<file path="src/sv/spz_pkg.sv">
// Shared constants for the Spritz-style sponge hash unit.
package spz_pkg;

   // Byte and permutation geometry
   localparam int unsigned BYTE_W    = 8;
   localparam int unsigned FUNC_W    = 2;
   localparam int unsigned NIBBLE_W  = 4;
   localparam int unsigned PERM_SIZE = 256;

   // Request function codes
   localparam logic [FUNC_W-1:0] FUNC_INIT   = 2'd0;
   localparam logic [FUNC_W-1:0] FUNC_ABSORB = 2'd1;
   localparam logic [FUNC_W-1:0] FUNC_DRIP   = 2'd2;

   // Absorb position at which a shuffle is forced; nibble swaps land at or above it
   localparam logic [BYTE_W-1:0] ABSORB_LIMIT = 8'd240;
   localparam logic [BYTE_W-1:0] LAST_INDEX   = 8'd255;
   localparam logic [BYTE_W-1:0] STRIDE_RESET = 8'd1;
   localparam logic [BYTE_W-1:0] STRIDE_STEP  = 8'd2;

endpackage

</file>
<file path="src/sv/spritz_like_sponge_hash_unit.sv">
// Spritz-style sponge hash unit: sequencer around a 256-byte permutation memory.
//
// The permutation lives in one 256 x 8 memory with a registered read port and one
// write port, and a sequencer does every read-modify-write through it, one item at
// a time. After reset, and after each init beat, a clearing pass writes the identity
// permutation; no request beat is taken during it. One state update is three
// dependent reads and then two writes, and a shuffle is 256 updates. An absorb beat
// swaps its two nibbles into the permutation, plus a shuffle whenever the absorb
// position reaches 240 (once per 120 bytes). A drip beat runs one state update, after
// a shuffle when bytes were absorbed since the last one. The drip result sits in an
// output register, so the next request beat can be taken while it waits.
module spritz_like_sponge_hash_unit (
   input  logic                        clock,
   input  logic                        reset,
   input  logic                        req_valid,
   output logic                        req_stall,
   input  logic [spz_pkg::FUNC_W-1:0]  req_func,
   input  logic [spz_pkg::BYTE_W-1:0]  req_data_byte,
   output logic                        rsp_valid,
   input  logic                        rsp_stall,
   output logic [spz_pkg::BYTE_W-1:0]  rsp_out_byte
);

   localparam int unsigned ST_W = 4;
   localparam logic [ST_W-1:0] ST_CLEAR = 4'd0;
   localparam logic [ST_W-1:0] ST_IDLE  = 4'd1;
   localparam logic [ST_W-1:0] ST_NIB   = 4'd2;
   localparam logic [ST_W-1:0] ST_SW_A  = 4'd3;
   localparam logic [ST_W-1:0] ST_SW_B  = 4'd4;
   localparam logic [ST_W-1:0] ST_SW_C  = 4'd5;
   localparam logic [ST_W-1:0] ST_SW_D  = 4'd6;
   localparam logic [ST_W-1:0] ST_U_A   = 4'd7;
   localparam logic [ST_W-1:0] ST_U_B   = 4'd8;
   localparam logic [ST_W-1:0] ST_U_C   = 4'd9;
   localparam logic [ST_W-1:0] ST_U_D   = 4'd10;
   localparam logic [ST_W-1:0] ST_U_E   = 4'd11;
   localparam logic [ST_W-1:0] ST_OUT   = 4'd12;

   localparam int unsigned BW = spz_pkg::BYTE_W;

   // Sequencer and state registers
   logic [ST_W-1:0]               state_ff, state_in;
   logic [BW-1:0]                 pos_ff, pos_in;
   logic [BW-1:0]                 i_ff, i_in;
   logic [BW-1:0]                 j_ff, j_in;
   logic [BW-1:0]                 stride_ff, stride_in;
   logic [BW-1:0]                 cnt_ff, cnt_in;
   logic                          shuf_ff, shuf_in;
   logic                          half_ff, half_in;
   logic [spz_pkg::FUNC_W-1:0]    func_ff, func_in;
   logic [BW-1:0]                 data_ff, data_in;
   logic [BW-1:0]                 held_ff, held_in;
   logic                          rsp_valid_ff, rsp_valid_in;
   logic [BW-1:0]                 rsp_data_ff, rsp_data_in;

   // Permutation memory ports
   logic [BW-1:0]                 perm_mem [spz_pkg::PERM_SIZE];
   logic [BW-1:0]                 mem_rdata_ff;
   logic [BW-1:0]                 mem_raddr;
   logic [BW-1:0]                 mem_waddr;
   logic [BW-1:0]                 mem_wdata;
   logic                          mem_we;

   logic [spz_pkg::NIBBLE_W-1:0]  nibble;
   logic [BW-1:0]                 swap_hi_addr;
   logic                          rsp_free;
   logic                          req_take;

   assign req_stall    = (state_ff != ST_IDLE);
   assign req_take     = req_valid && !req_stall;
   assign rsp_valid    = rsp_valid_ff;
   assign rsp_out_byte = rsp_data_ff;
   assign rsp_free     = !rsp_valid_ff || !rsp_stall;

   // Nibble under work and its swap partner at or above the absorb limit
   assign nibble       = half_ff ? data_ff[BW-1:spz_pkg::NIBBLE_W]
                                 : data_ff[spz_pkg::NIBBLE_W-1:0];
   assign swap_hi_addr = spz_pkg::ABSORB_LIMIT | {{(BW-spz_pkg::NIBBLE_W){1'b0}}, nibble};

   // Permutation memory: one write, one registered read per cycle
   always_ff @(posedge clock) begin
      if (mem_we) begin
         perm_mem[mem_waddr] <= mem_wdata;
      end
      mem_rdata_ff <= perm_mem[mem_raddr];
   end

   // Sequencer next state and memory access
   always_comb begin
      state_in     = state_ff;
      pos_in       = pos_ff;
      i_in         = i_ff;
      j_in         = j_ff;
      stride_in    = stride_ff;
      cnt_in       = cnt_ff;
      shuf_in      = shuf_ff;
      half_in      = half_ff;
      func_in      = func_ff;
      data_in      = data_ff;
      held_in      = held_ff;
      rsp_valid_in = rsp_valid_ff && rsp_stall;
      rsp_data_in  = rsp_data_ff;
      mem_raddr    = i_ff;
      mem_waddr    = cnt_ff;
      mem_wdata    = cnt_ff;
      mem_we       = 1'b0;

      unique case (state_ff)
         // identity fill, one entry a cycle
         ST_CLEAR: begin
            mem_we    = 1'b1;
            mem_waddr = cnt_ff;
            mem_wdata = cnt_ff;
            cnt_in    = cnt_ff + 8'd1;
            if (cnt_ff == spz_pkg::LAST_INDEX) begin
               state_in = ST_IDLE;
            end
         end

         ST_IDLE: begin
            if (req_take) begin
               func_in = req_func;
               data_in = req_data_byte;
               half_in = 1'b0;
               cnt_in  = '0;
               case (req_func)
                  spz_pkg::FUNC_INIT: begin
                     pos_in    = '0;
                     i_in      = '0;
                     j_in      = '0;
                     stride_in = spz_pkg::STRIDE_RESET;
                     state_in  = ST_CLEAR;
                  end
                  spz_pkg::FUNC_ABSORB: begin
                     state_in = ST_NIB;
                  end
                  spz_pkg::FUNC_DRIP: begin
                     shuf_in  = (pos_ff != '0);
                     state_in = ST_U_A;
                  end
                  default: begin
                     state_in = ST_IDLE;
                  end
               endcase
            end
         end

         // forced shuffle when the absorb position is full
         ST_NIB: begin
            if (pos_ff == spz_pkg::ABSORB_LIMIT) begin
               shuf_in  = 1'b1;
               cnt_in   = '0;
               state_in = ST_U_A;
            end else begin
               state_in = ST_SW_A;
            end
         end

         // nibble swap of perm[pos] and perm[240 + nibble]
         ST_SW_A: begin
            mem_raddr = pos_ff;
            state_in  = ST_SW_B;
         end
         ST_SW_B: begin
            held_in   = mem_rdata_ff;
            mem_raddr = swap_hi_addr;
            state_in  = ST_SW_C;
         end
         ST_SW_C: begin
            mem_we    = 1'b1;
            mem_waddr = pos_ff;
            mem_wdata = mem_rdata_ff;
            state_in  = ST_SW_D;
         end
         ST_SW_D: begin
            mem_we    = 1'b1;
            mem_waddr = swap_hi_addr;
            mem_wdata = held_ff;
            pos_in    = pos_ff + 8'd1;
            if (!half_ff) begin
               half_in  = 1'b1;
               state_in = ST_NIB;
            end else begin
               state_in = ST_IDLE;
            end
         end

         // update: i += stride, read perm[i]
         ST_U_A: begin
            i_in      = i_ff + stride_ff;
            mem_raddr = i_ff + stride_ff;
            state_in  = ST_U_B;
         end
         // read perm[j + perm[i]]
         ST_U_B: begin
            held_in   = mem_rdata_ff;
            mem_raddr = j_ff + mem_rdata_ff;
            state_in  = ST_U_C;
         end
         // new j, read perm[j]
         ST_U_C: begin
            j_in      = mem_rdata_ff;
            mem_raddr = mem_rdata_ff;
            state_in  = ST_U_D;
         end
         ST_U_D: begin
            mem_we    = 1'b1;
            mem_waddr = i_ff;
            mem_wdata = mem_rdata_ff;
            state_in  = ST_U_E;
         end
         // second half of the swap; perm[j] ends as the old perm[i]
         ST_U_E: begin
            mem_we    = 1'b1;
            mem_waddr = j_ff;
            mem_wdata = held_ff;
            if (shuf_ff) begin
               cnt_in = cnt_ff + 8'd1;
               if (cnt_ff == spz_pkg::LAST_INDEX) begin
                  shuf_in   = 1'b0;
                  stride_in = stride_ff + spz_pkg::STRIDE_STEP;
                  pos_in    = '0;
                  state_in  = (func_ff == spz_pkg::FUNC_DRIP) ? ST_U_A : ST_NIB;
               end else begin
                  state_in = ST_U_A;
               end
            end else begin
               state_in = ST_OUT;
            end
         end

         // hand the dripped byte to the output register
         ST_OUT: begin
            if (rsp_free) begin
               rsp_valid_in = 1'b1;
               rsp_data_in  = held_ff;
               state_in     = ST_IDLE;
            end
         end

         default: begin
            state_in = ST_IDLE;
         end
      endcase
   end

   // Control registers
   always_ff @(posedge clock) begin
      if (reset) begin
         state_ff     <= ST_CLEAR;
         pos_ff       <= '0;
         i_ff         <= '0;
         j_ff         <= '0;
         stride_ff    <= spz_pkg::STRIDE_RESET;
         cnt_ff       <= '0;
         shuf_ff      <= 1'b0;
         half_ff      <= 1'b0;
         rsp_valid_ff <= 1'b0;
      end else begin
         state_ff     <= state_in;
         pos_ff       <= pos_in;
         i_ff         <= i_in;
         j_ff         <= j_in;
         stride_ff    <= stride_in;
         cnt_ff       <= cnt_in;
         shuf_ff      <= shuf_in;
         half_ff      <= half_in;
         rsp_valid_ff <= rsp_valid_in;
      end
   end

   // Payload registers
   always_ff @(posedge clock) begin
      func_ff     <= func_in;
      data_ff     <= data_in;
      held_ff     <= held_in;
      rsp_data_ff <= rsp_data_in;
   end

   // Absorb position never runs past the forced-shuffle point
   assert property (@(posedge clock) disable iff (reset)
      pos_ff <= spz_pkg::ABSORB_LIMIT)
      else $error("absorb position beyond limit");

   // Stride starts at one and grows by two, so it stays odd
   assert property (@(posedge clock) disable iff (reset)
      stride_ff[0])
      else $error("stride became even");

   // A new result only comes out of the output step
   assert property (@(posedge clock) disable iff (reset)
      $rose(rsp_valid_ff) |-> $past(state_ff) == ST_OUT)
      else $error("result raised outside output step");

   // A waiting result is never overwritten
   assert property (@(posedge clock) disable iff (reset)
      rsp_valid_ff && rsp_stall |=> rsp_valid_ff && $stable(rsp_data_ff))
      else $error("pending result lost");

endmodule

</file>
<file path="config.mk">
export PLATFORM = sky130hd
export DESIGN_NAME = spritz_like_sponge_hash_unit
export DESIGN_NICKNAME = d
export VERILOG_FILES = /design/src/sv/spz_pkg.sv /design/src/sv/spritz_like_sponge_hash_unit.sv
export SDC_FILE = /design/constraint.sdc
export NUM_CORES = 2
export LEC_CHECK = 0
export ABC_AREA = 1
export ABC_CLOCK_PERIOD_IN_PS = 10500
export BUFFER_PORTS_ARGS = -buffer_cell sky130_fd_sc_hd__buf_2
export CORE_MARGIN = 5
export CORE_UTILIZATION = 46
export CTS_CLUSTER_SIZE = 40
export DETAILED_ROUTE_END_ITERATION = 10
export PLACE_DENSITY = 0.64
export SLEW_MARGIN = 5
export SYNTH_ARGS = -nofsm -noshare
export SYNTH_HDL_FRONTEND = slang
export SYNTH_SLANG_ARGS = --single-unit
</file>
<file path="constraint.sdc">
create_clock -name clock -period 10.5 [get_ports clock]
set_input_delay 1.05 -clock clock [delete_from_list [all_inputs] [get_ports clock]]
set_output_delay 1.05 -clock clock [all_outputs]
set_load 0.01 [all_outputs]
</file>
==> After elaboration in Yosys (flattened, before gate mapping) <==
Memory sizes are Yosys's and may differ from the RTL's. A register that Yosys moved wholly into a read port is not among the register bits.
Cells that the tools add are included.
{ "word_totals": {"out_inout_bits": 10, "in_bits": 14, "memories": 1, "reg_bits": 73, "elab_cells": 118, "mem_bits_rw": 2048} }
{ "op_classes": {"n_reduce_logical": 30, "addsub": 5, "muxes": 43, "n_eq_ne": 26} }
{ "mem_list": {"columns": ["name", "words", "word_bits", "rd", "rd_clocked_by_memory_dff", "write_ports", "line", "source"], "rows": [
  ["perm_mem", 256, 8, 1, 1, 1, "spritz_like_sponge_hash_unit.sv:57", "logic [BW-1:0] perm_mem [spz_pkg::PERM_SIZE];"]
]} }
{ "op_table": {"columns": ["op", "n"], "rows": [
  ["$mux 8", 11],
  ["$pmux 8 s2", 4],
  ["$pmux 8 s4", 2],
  ["$pmux 4 s13", 1],
  ["$pmux 8 s5", 1],
  ["$pmux 8 s3", 1],
  ["$eq 4x4->1 const B", 5],
  ["$mux 4", 5],
  ["$add 8x1->8 const B", 2],
  ["$add 8x8->8", 2],
  ["$eq 4x3->1 const B", 4],
  ["$eq 8x8->1 const B", 2],
  ["$ne 2x2->1 const B", 8],
  ["$mux 1", 11],
  ["$reduce_and 5->1", 2],
  ["$mux 3", 3],
  ["$pmux 3 s3", 1],
  ["$reduce_and 3->1", 3],
  ["$add 8x2->8 const B", 1],
  ["$eq 4x2->1 const B", 2],
  ["$reduce_and 4->1", 2],
  ["$reduce_bool 2->1", 4],
  ["$reduce_bool 8->1", 1],
  ["$reduce_and 2->1", 3],
  ["16 further kinds", 23]
]} }

==> Longest topological paths before layout <==
{ "logic_depth": {"word_depth": 5, "depth_mapped": 22, "ltp_nobuf": 19} }

==> Worst setup path before layout <==
No wires, ideal clock.
{ "synth_path": {"path_type": "reg2reg", "startpoint": "register state_ff[3]", "endpoint": "memory perm_mem[0][2] (netlist bit) (data pin)", "stages_incl_launch_ff": 7, "required_time_ns": 8.769, "path_slack_ns": 0.093, "synth_period_minus_slack_ns": 10.407, "setup_ns": 1.731, "arrival_time_ns": 8.676, "path_buffers": 0, "cell_sequence": "dfxtp_1 -> nand2_2 -> nor2_2 -> nor2_1 -> inv_2 -> nand2_1 -> a31oi_1"} }
{ "synth_between": {"elab_chain_len": 3, "word_cells_on_any_way": 7, "cone_classes": "eq/ne: 4; mux: 1; reduce/logical: 2"} }
{ "synth_lines": {"columns": ["element", "line", "source"], "rows": [
  ["start, declared", "spritz_like_sponge_hash_unit.sv:42", "logic [ST_W-1:0] state_ff, state_in;"],
  ["start signal, assigned", "spritz_like_sponge_hash_unit.sv:260", "state_ff <= state_in;"],
  ["$eq 4x4->1 or $eq 4x3->1 (tied branches)", "spritz_like_sponge_hash_unit.sv:108", "unique case (state_ff)"],
  ["$reduce_or 2->1 (no line)", null, null],
  ["$pmux 8 s2 (*)", "spritz_like_sponge_hash_unit.sv:108", null],
  ["via mem_wdata[2]", "spritz_like_sponge_hash_unit.sv:61", "logic [BW-1:0] mem_wdata;"],
  ["end, declared", "spritz_like_sponge_hash_unit.sv:57", null]
]} }
Mark *: on every way through the listed nets, which the timed path passes. The rest lies on a longest branch.

==> Final worst setup path <==
{ "layout_path": {"startpoint": "register mem_rdata_ff[0] (read register of perm_mem)", "endpoint": "register mem_rdata_ff[4] (read register of perm_mem)"} }
{ "layout_between": {"elab_chain_len": 2} }
{ "layout_lines": {"columns": ["element", "line", "source"], "rows": [
  ["start, declared", "spritz_like_sponge_hash_unit.sv:58", "logic [BW-1:0] mem_rdata_ff;"],
  ["$add 8x8->8", "spritz_like_sponge_hash_unit.sv:197", "mem_raddr = j_ff + mem_rdata_ff;"],
  ["$pmux 8 s5 (*)", "spritz_like_sponge_hash_unit.sv:108", null]
]} }
Every way passes the cells marked *; elsewhere a longest branch is shown, timed or not.
A chain may end at the register's enable or synchronous reset.

==> flow_metrics.tcl <==
set metrics [dict create \
    firstDrtPassIters 6 \
    fp.dieW_microns 462 \
    dieHeight_microns 462 \
    num_rows 166 \
    first_global_vias 60725 \
    clk_latency_ps 850 \
    ios 24 \
    yosys_warnings 0 \
    fin_ws_ps 4400 \
    synthesis.nets 8725 \
    fin_setup_tns_ps 0 \
    synthArstFlopShare_pct 0 \
    cts.path.max_buffers 3 \
    vias_per_cell 5.64 \
    power_leakage_nw 39.2 \
    hold_buffers 0 \
    fmax_mhz 164 \
    tightest_slew_ps 1270 \
    criticalPathCategory "flop to flop" \
    grt_usage_pct 24.1 \
    totalWireLength_mm 261 \
    grt_pass1_wl_mm 390 \
    pre_cts_ws_ps 4620 \
    syn_to_final_growth_pct 8.90 \
    coreArea_sq_mm 0.204 \
    drtIter0Drc 7915 \
    crit_path_max_fanout 93 \
    grt_overflow 0 \
    slew_violations 0 \
    multi_input_area_sq_mm 0.0241 \
    avgSynthCellArea_sq_um 10.8 \
    report.power.total_mw 17.7 \
    status "finished, final reports clean" \
    synth_edf_count 2074 \
    cts.clk_slew.worst_paths_ps 60 \
    hp-class "input pin to flop" \
    fp.dieArea_sq_mm 0.214 \
    route.detailed.drc 0 \
    path_buf_inv 2 \
    cts_sinks 2129 \
    seq_area_frac_synth_pct 67.4 \
    nets 8496 \
    slowest_delay_ps 840 \
    path_cells "ha_1 > nand2_1 > nand2_1 > nor2_1 > nand2_4 > nand2_4 > buf_4 > buf_4 > nand2_1 > nand2_1 > nand2_1 > nand3_1 > nand3_1 > nand3_1 > nand3_1 > nand3_1 > nand3_1 > nand2_1" \
    vdd_drop_max_mv 0.168 \
    cp_data_arrival_time_ps 6860 \
    cp-start-kind "flop" \
    regArea_sq_mm 0.0634 \
    gp_congestion 0.919 \
    antenna_found_initial 8 \
    cts_buffers 211 \
    ctsRootBufferMaster "clkbuf_16" \
    endpoint_kind "flop" \
    final_core_util_pct 50.2 \
    ys.flop_type "edfxtp_1" \
    antenna_left 0 \
    cts_setup_buffers 0 \
    synth_area_sq_mm 0.0940 \
    route.detailed.wl_per_inst_microns 23.1 \
    path_delay_family "simple AND/OR/NAND/NOR gates" \
    cp.required_ps 11270 \
    grt_max_degree 182 \
    rsz0062_at_grt "false" \
    fin_crit_ps 6100 \
    skew_ps 34.5 \
    hpwl_mm 142 \
    drive_gt1_share_pct 5.13 \
    slowest_stage "buf_4" \
    drv_cap 0 \
    netlist-cell-type-count 49 \
    hold_viol_final 0 \
    setup_viol 0 \
    nFillCells 17999 \
    slew_headroom_pct 15.6 \
    cts_tree "done" \
    synth_cells 8687 \
    vias 63762 \
    htreeDepth 4 \
    post_cts_resized 0 \
    initial_core_util_pct 46.1 \
    power_density_mw_per_mm2 172 \
    ys_ff_latch 2129 \
    period_share_pct 58.1 \
    io_buffer_count 23 \
]
## sequential cells by signal, indices dropped and copies added (netlist names)
name,count
held_ff,8
pos_ff,8
state_ff,4
i_ff,8
shuf_ff,1
rsp_out_byte,8
mem_rdata_ff,8
perm_mem,2048
cnt_ff,8
half_ff,1
func_ff,2
j_ff,8
rsp_valid,1
stride_ff,8
data_ff,8
## final timing paths
path,from,slack [ps],cells after the start,end
worst max-delay path,mem_rdata_ff[0],4400,18,mem_rdata_ff[4]
worst min-delay path,req_data_byte[7],370,1,data_ff[7]
worst max register to register,mem_rdata_ff[0],4400,18,mem_rdata_ff[4]
worst min register to register,pos_ff[3],490,2,pos_ff[4]
## worst reg2reg max path: stages, from the launching register on
cell,delay [ps]
dfxtp_1,660
ha_1,350
nand2_1,80
nand2_1,50
nor2_1,170
nand2_4,400
nand2_4,770
buf_4,860
buf_4,930
nand2_1,160
nand2_1,110
nand2_1,50
nand3_1,140
nand3_1,180
nand3_1,140
nand3_1,180
nand3_1,220
nand3_1,350
nand2_1,200
## cells in the mapped netlist (7+ instances only)
| master | n | area share, % |
|---|---|---|
| nand2_1 | 1862 | 7.4 |
| o211ai_1 | 115 | 0.92 |
| nor3_1 | 14 | 0.075 |
| clkbuf_1 | 121 | 0.48 |
| nand3b_1 | 578 | 4.6 |
| buf_2 | 385 | 2.0 |
| nor2_1 | 351 | 1.4 |
| a21oi_1 | 45 | 0.24 |
| inv_1 | 1081 | 4.3 |
| buf_1 | 39 | 0.16 |
| ha_1 | 22 | 0.29 |
| dfxtp_1 | 55 | 1.2 |
| o21ai_0 | 33 | 0.18 |
| inv_2 | 10 | 0.040 |
| nand3_1 | 1816 | 9.7 |
| nor2_2 | 7 | 0.047 |
| buf_4 | 8 | 0.064 |
| nor3b_1 | 8 | 0.064 |
| a31oi_1 | 10 | 0.067 |
| edfxtp_1 | 2074 | 66 |
## cells by family after synthesis
group                      after synthesis  synth area share, %
buffers and inverters                 1646                 7.12
xor gates and xnor gates                 5               0.0466
and+or+nand+nor                       4649                 23.4
DFF                                   2129                 67.4
adders and majority gates               24                0.335
AOI/OAI and AO/OA                      234                 1.67
## metrics by stage
stage          instance area [sq um]  std cells  hold WS, ps
2_1_floorplan                  94000       8687          419
3_3_place_gp                   96000      10933          469
3_5_place_dp                   96000      10933          474
4_1_cts                       102000      11311          323
5_1_grt                       102000      11312          347
6_report                      102000      11313          375
## per-layer routing
| layer | GRT usage, % | share of wire, % |
|---|---|---|
| met2 | 37.4 | 45 |
| met5 | 0 | 0.0050 |
| met4 | 9.09 | 4.2 |
| met1 | 33.5 | 41 |
| met3 | 4.95 | 9.3 |
## where the power goes
part | total (mW) | leakage, nW | internal (mW) | switching, mW
Combinational | 0.907 | 16.9 | 0.142 | 0.765
Clock | 7.17 | 3.15 | 3.98 | 3.20
Sequential | 9.57 | 19.1 | 9.51 | 0.0591
Total | 17.7 | 39.2 | 13.6 | 4.02
## final cells by class
type | count | area share (%)
antenna | 2 | 0.00489
clock inverter | 113 | 0.863
tap | 2688 | 3.29
sequential | 2129 | 61.9
timing repair buffer | 111 | 0.929
inverter | 1093 | 4.03
clock buffer | 265 | 5.40
multi-input combinational | 4912 | 23.6
## layout by cell type, fill, tap and decap left out, types with 3 or more instances in the layout
cell type	synthesis	final
a2111oi_0	3	3
a211oi_1	4	4
a21oi_1	45	45
a221oi_1	5	5
a31oi_1	10	4
a31oi_4	0	6
buf_12	0	14
buf_2	385	23
buf_4	8	74
bufinv_16	0	11
clkbuf_1	121	52
clkbuf_16	0	213
clkinv_1	1	53
clkinv_2	0	39
dfxtp_1	55	55
edfxtp_1	2074	2074
ha_1	22	22
inv_1	1081	1079
inv_16	0	3
inv_2	10	8
inv_6	0	4
nand2_1	1862	1845
nand2_2	3	17
nand2_4	0	3
nand3_1	1816	1816
nand3b_1	578	578
nand4_1	4	4
nor2_1	351	351
nor2_2	7	7
nor3_1	14	14
nor3b_1	8	8
o211ai_1	115	115
o21ai_0	33	31
o21ai_4	0	3
o22ai_1	3	3
xnor2_1	3	3
Note: power is estimated with default switching activity, not from simulation.
